$ cat config.mk
export PLATFORM = sky130hd
export DESIGN_NAME = wlzba_ram
export DESIGN_NICKNAME = d
export VERILOG_FILES = /design/src/wlzba_ram.sv
export SDC_FILE = /design/constraint.sdc
export NUM_CORES = 2
export LEC_CHECK = 0
export ABC_CLOCK_PERIOD_IN_PS = 2250
export BUFFER_PORTS_ARGS = -buffer_cell sky130_fd_sc_hd__buf_2
export CORE_ASPECT_RATIO = 0.9
export CORE_MARGIN = 5
export CORE_UTILIZATION = 50
export DETAILED_ROUTE_END_ITERATION = 8
export PLACE_DENSITY_LB_ADDON = 0.08
export RECOVER_POWER = 25
export SYNTH_ARGS = -nofsm -noshare
export SYNTH_HDL_FRONTEND = slang
export SYNTH_SLANG_ARGS = --single-unit
export TNS_END_PERCENT = 1
$ cat constraint.sdc
create_clock -name clk -period 2.25 [get_ports clk]
set_input_delay 0.45 -clock clk [delete_from_list [all_inputs] [get_ports clk]]
set_output_delay 0.45 -clock clk [all_outputs]
set_load 0.01 [all_outputs]
$ cat src/wlzba_ram.sv
// ----------------------------------------------------------------------------
// wlzba_ram
// Simple dual-port RAM, one write port, one registered read port.
// ----------------------------------------------------------------------------
module wlzba_ram #(
  parameter int WIDTH = 8,
  parameter int DEPTH = 256
) (
  input  logic                     clk,
  input  logic                     we,
  input  logic [$clog2(DEPTH)-1:0] waddr,
  input  logic [WIDTH-1:0]         wdata,
  input  logic [$clog2(DEPTH)-1:0] raddr,
  output logic [WIDTH-1:0]         rdata
);

  logic [WIDTH-1:0] mem [DEPTH];

  always_ff @(posedge clk) begin
    if (we) begin
      mem[waddr] <= wdata;
    end
    rdata <= mem[raddr];
  end

endmodule

==> flow_metrics.env <==
export IMPL_drc=0
export IMPL_status="finished with violations"
export IMPL_maxSlewViolCount=267
export IMPL_final_period_utilization_pct=103
export IMPL_grt_max_degree=92
export IMPL_detail_route_wirelength_microns=209000
export IMPL_mostFrequentLayoutCell="sky130_fd_sc_hd__edfxtp_1"
export IMPL_rows=138
export IMPL_gp_congestion=0.856
export IMPL_layout_area_seq_sq_um=61700
export IMPL_areaGrowthSynthToFinish_pct=17.9
export IMPL_critical_path_startpoint="raddr[0]"
export IMPL_wl_per_cell_microns=31.2
export IMPL_placedCellCount=6348
export IMPL_finalHoldViolations=0
export IMPL_worst_hold_path_class="in -> reg"
export IMPL_p_seq_share_pct=53.8
export IMPL_synth_top_family_by_area="multiplexers"
export IMPL_clock_insertion_delay_worst_skew_ns=0.82
export IMPL_clock_sinks=2056
export IMPL_first_pass_iters=5
export IMPL_comb_power_share_pct=5.9
export IMPL_pre_cts_ws_ns=-1.64
export IMPL_startpoint_type="input pin"
export IMPL_worst_path_max_delay_cell="sky130_fd_sc_hd__mux4_2"
export IMPL_violations="capacitance limit, slew limit, setup timing"
export IMPL_ir_worst_vdd_mv=0.700
export IMPL_clock_path_buffers=3
export IMPL_hold_start="waddr[5]"
export IMPL_syn_area_per_cell_sq_um=21.3
export IMPL_synth_simple_gate_area_share_pct=2.63
export IMPL_min_delay_path_depth=4
export IMPL_cts_tree="done"
export IMPL_stdcell_count=6716
export IMPL_multi_input_comb_area_sq_um=16900
export IMPL_tightest_slew_ns=2.37
export IMPL_synth_compound_area_share_pct=3.42
export IMPL_hold_worst_slack_ns=0.422
export IMPL_worst_slack_ns=-0.0659
export IMPL_worst_setup_path_end_kind="register"
export IMPL_vias=41000
export IMPL_post_route_min_period_ns=2.32
export IMPL_critical_path_required_ns=2.94
export IMPL_final_antenna_net_count=0
export IMPL_synth_adder_area_share_pct=0
export IMPL_netlist_area_sq_um=79600
export IMPL_power_leakage_nw=30.4
export IMPL_internal_power_w=0.0620
export IMPL_syn_instance_count=3733
export IMPL_synth_xor_xnor_area_share_pct=0
export IMPL_cts_root_buf="sky130_fd_sc_hd__clkbuf_16"
export IMPL_hold_path_end="mem[253][0]$_DFFE_PP_"
export IMPL_grt_pass1_vias=41800
export IMPL_initial_utilization_pct=50.5
export IMPL_grt_use_total_pct=25.1
export IMPL_synth_cell_types=55
export IMPL_layout_filler_cells=11200
export IMPL_cts_post_setup_buffers_inserted=0
export IMPL_ios=34
export IMPL_worstPathMaxFanout=20
export IMPL_clock_tree_htree_level_count=4
export IMPL_gr_total_overflow=0
export IMPL_grt_first_pass_wirelength_microns=301000
export IMPL_worst_r2r_cell_count=6
export IMPL_fin_worst_skew_ns=0.0335
export IMPL_power_net_switching_w=0.0166
export IMPL_yosysSeqAreaShare_pct=77.5
export IMPL_design_area_sq_um=93800
export IMPL_tritoncts_num_buffers=198
export IMPL_asyncSetResetFlopFracSynth_pct=0
export IMPL_timing_critical_path_arrival_ns=3.00
export IMPL_die_area_sq_um=167000
export IMPL_finalNetCount=4474
export IMPL_place_area_sq_um=87500
export IMPL_ys_seq_elements=2056
export IMPL_drt_vias_per_instance=6.10
export IMPL_yosys_mux_area_fraction_pct=14.6
export IMPL_crit_reg2reg_launch="mem[135][4]$_DFFE_PP_"
export IMPL_grt_setup_unrepaired="true"
export IMPL_switching_share_pct=21.1
export IMPL_setup_viol=6
export IMPL_chip_height_microns=388
export IMPL_power_density_nw_per_um2=837
export IMPL_timing_rr_end="rdata[4]$_DFF_P_"
export IMPL_post_route_cells_drive_above_1_share_pct=33.2
export IMPL_slew_headroom_pct=-58.2
export IMPL_p_total_w=0.0786
export IMPL_synth_nets=3759
export IMPL_dominant_cell_type_by_area_after_synthesis="sky130_fd_sc_hd__edfxtp_1"
export IMPL_yosys_area_top_type_share_pct=77.3
export IMPL_buffer_ports_inserted=33
export IMPL_synth_edff_count=2048
export IMPL_synth_main_ff_cell="sky130_fd_sc_hd__edfxtp_1"
export IMPL_dieWidth_microns=430
export IMPL_synth_top_cells_by_area="sky130_fd_sc_hd__edfxtp_1, sky130_fd_sc_hd__mux4_2, sky130_fd_sc_hd__mux2i_1"
export IMPL_place_detailed_hpwl_microns=140000
export IMPL_floorplan_core_area_sq_um=158000
export IMPL_yosysWarnings=0
export IMPL_timing_critical_path_cells="buf_16, buf_12, buf_16, buf_12, mux4_2, a22oi_2, a21oi_1, buf_4, nor4_4, buf_4, nor4_2"
export IMPL_timing_critical_path_slowest_cell_delay_ns=0.51
export IMPL_max_cap_violations=6
export IMPL_reg2reg_setup_slack_ns=-0.06
export IMPL_timing_setup_critical_path_class="in -> reg"
export IMPL_clock_group_share_of_total_power_pct=40.2
export IMPL_cts_reportedPaths_clkPinSlew_ns=0.06
export IMPL_mostFrequentLayoutCells="sky130_fd_sc_hd__edfxtp_1, sky130_fd_sc_hd__buf_4, sky130_fd_sc_hd__mux4_2, sky130_fd_sc_hd__nor2_1, sky130_fd_sc_hd__clkbuf_16"
export IMPL_cts_hold_buffers=0
export IMPL_detail_route_iter0_violations=4785
export IMPL_grt_antenna_before_repair=17
export IMPL_fmaxAchievable_mhz=432
critical path, delay by kind of cell:
family	cells	cell delay, ns
simple gates	2	0.39
compound gates	2	0.43
buf+inv	6	1.15
mux	1	0.51
cell families after synthesis:
family | after synthesis
AOI/OAI and AO/OA | 385
muxes | 591
and+or+nand+nor | 466
DFF | 2056
buffers and inverters | 235
per-stage QoR:
step	util, %	setup TNS (ns)
after floorplan	-	-3.34
after global placement	55.5	-126.18
final	59.5	-0.256
after global routing	59.5	-4.61
after CTS	59.6	-0.239
after detailed placement	55.5	-164.27
state kept, by name, summed over array words and instances, names as in the netlist:
| signal | flops |
|---|---|
| mem | 2048 |
| rdata | 8 |
worst max path at each step:
stage	endpoint	slack (ns)	cells after the start
floorplan	rdata[0]$_DFF_P_	-0.02	9
global placement	rdata[7]$_DFF_P_	-1.66	9
detailed placement	rdata[7]$_DFF_P_	-1.64	10
CTS	rdata[7]$_DFF_P_	-0.07	7
global route	rdata[2]$_DFF_P_	-0.1	11
finish	rdata[2]$_DFF_P_	-0.07	11
power groups by stage:
stage          combinational, W  sequential [W]  clock, W
5_1_grt                 0.00491          0.0423    0.0339
6_report                0.00467          0.0423    0.0316
2_1_floorplan           0.00211          0.0431         0
4_1_cts                 0.00470          0.0423    0.0322
3_3_place_gp            0.00452          0.0431         0
3_5_place_dp            0.00460          0.0431         0
routing by layer:
metal  up-vias  part of all wire (%)  track usage [%]
li1      17200                     -                -
met1     21700                    41             36.2
met2      1837                    46             38.1
met3       311                   9.5             6.77
met4         2                   3.2             7.70
met5         -                0.0062                0
Yosys cell counts (13+ instances only):
| cell | instances |
|---|---|
| sky130_fd_sc_hd__edfxtp_1 | 2048 |
| sky130_fd_sc_hd__mux4_2 | 454 |
| sky130_fd_sc_hd__nor2_1 | 282 |
| sky130_fd_sc_hd__mux2i_1 | 134 |
| sky130_fd_sc_hd__a22oi_1 | 133 |
| sky130_fd_sc_hd__clkbuf_1 | 111 |
| sky130_fd_sc_hd__a21oi_1 | 96 |
| sky130_fd_sc_hd__o221ai_1 | 46 |
| sky130_fd_sc_hd__nand3_1 | 34 |
| sky130_fd_sc_hd__nand2_1 | 33 |
| sky130_fd_sc_hd__buf_2 | 31 |
| sky130_fd_sc_hd__nor2b_1 | 31 |
| sky130_fd_sc_hd__o22ai_1 | 28 |
| sky130_fd_sc_hd__buf_4 | 27 |
| sky130_fd_sc_hd__nor4_1 | 24 |
| sky130_fd_sc_hd__buf_1 | 22 |
| sky130_fd_sc_hd__nor3_1 | 22 |
| sky130_fd_sc_hd__buf_6 | 21 |
| sky130_fd_sc_hd__a211oi_1 | 16 |
| sky130_fd_sc_hd__a221oi_1 | 13 |
| sky130_fd_sc_hd__buf_8 | 13 |
repair_timing:
item / CTS / global route
gates resized for setup: 56 / 21
setup endpoints to repair: 8 / 8
pin swaps: 9 / 7
gates cloned: 0 / 1
final cells by class:
cell class	count	share of cell area [%]
multi-input cells	1442	18.0
well taps	2100	2.80
diodes	6	0.0160
clock buffers	260	5.70
flip-flops and latches	2056	65.7
clock inverters	102	0.844
repair buffers	748	6.91
inverters	2	0.00800
No activity file was read; power rests on OpenSTA's default activity.
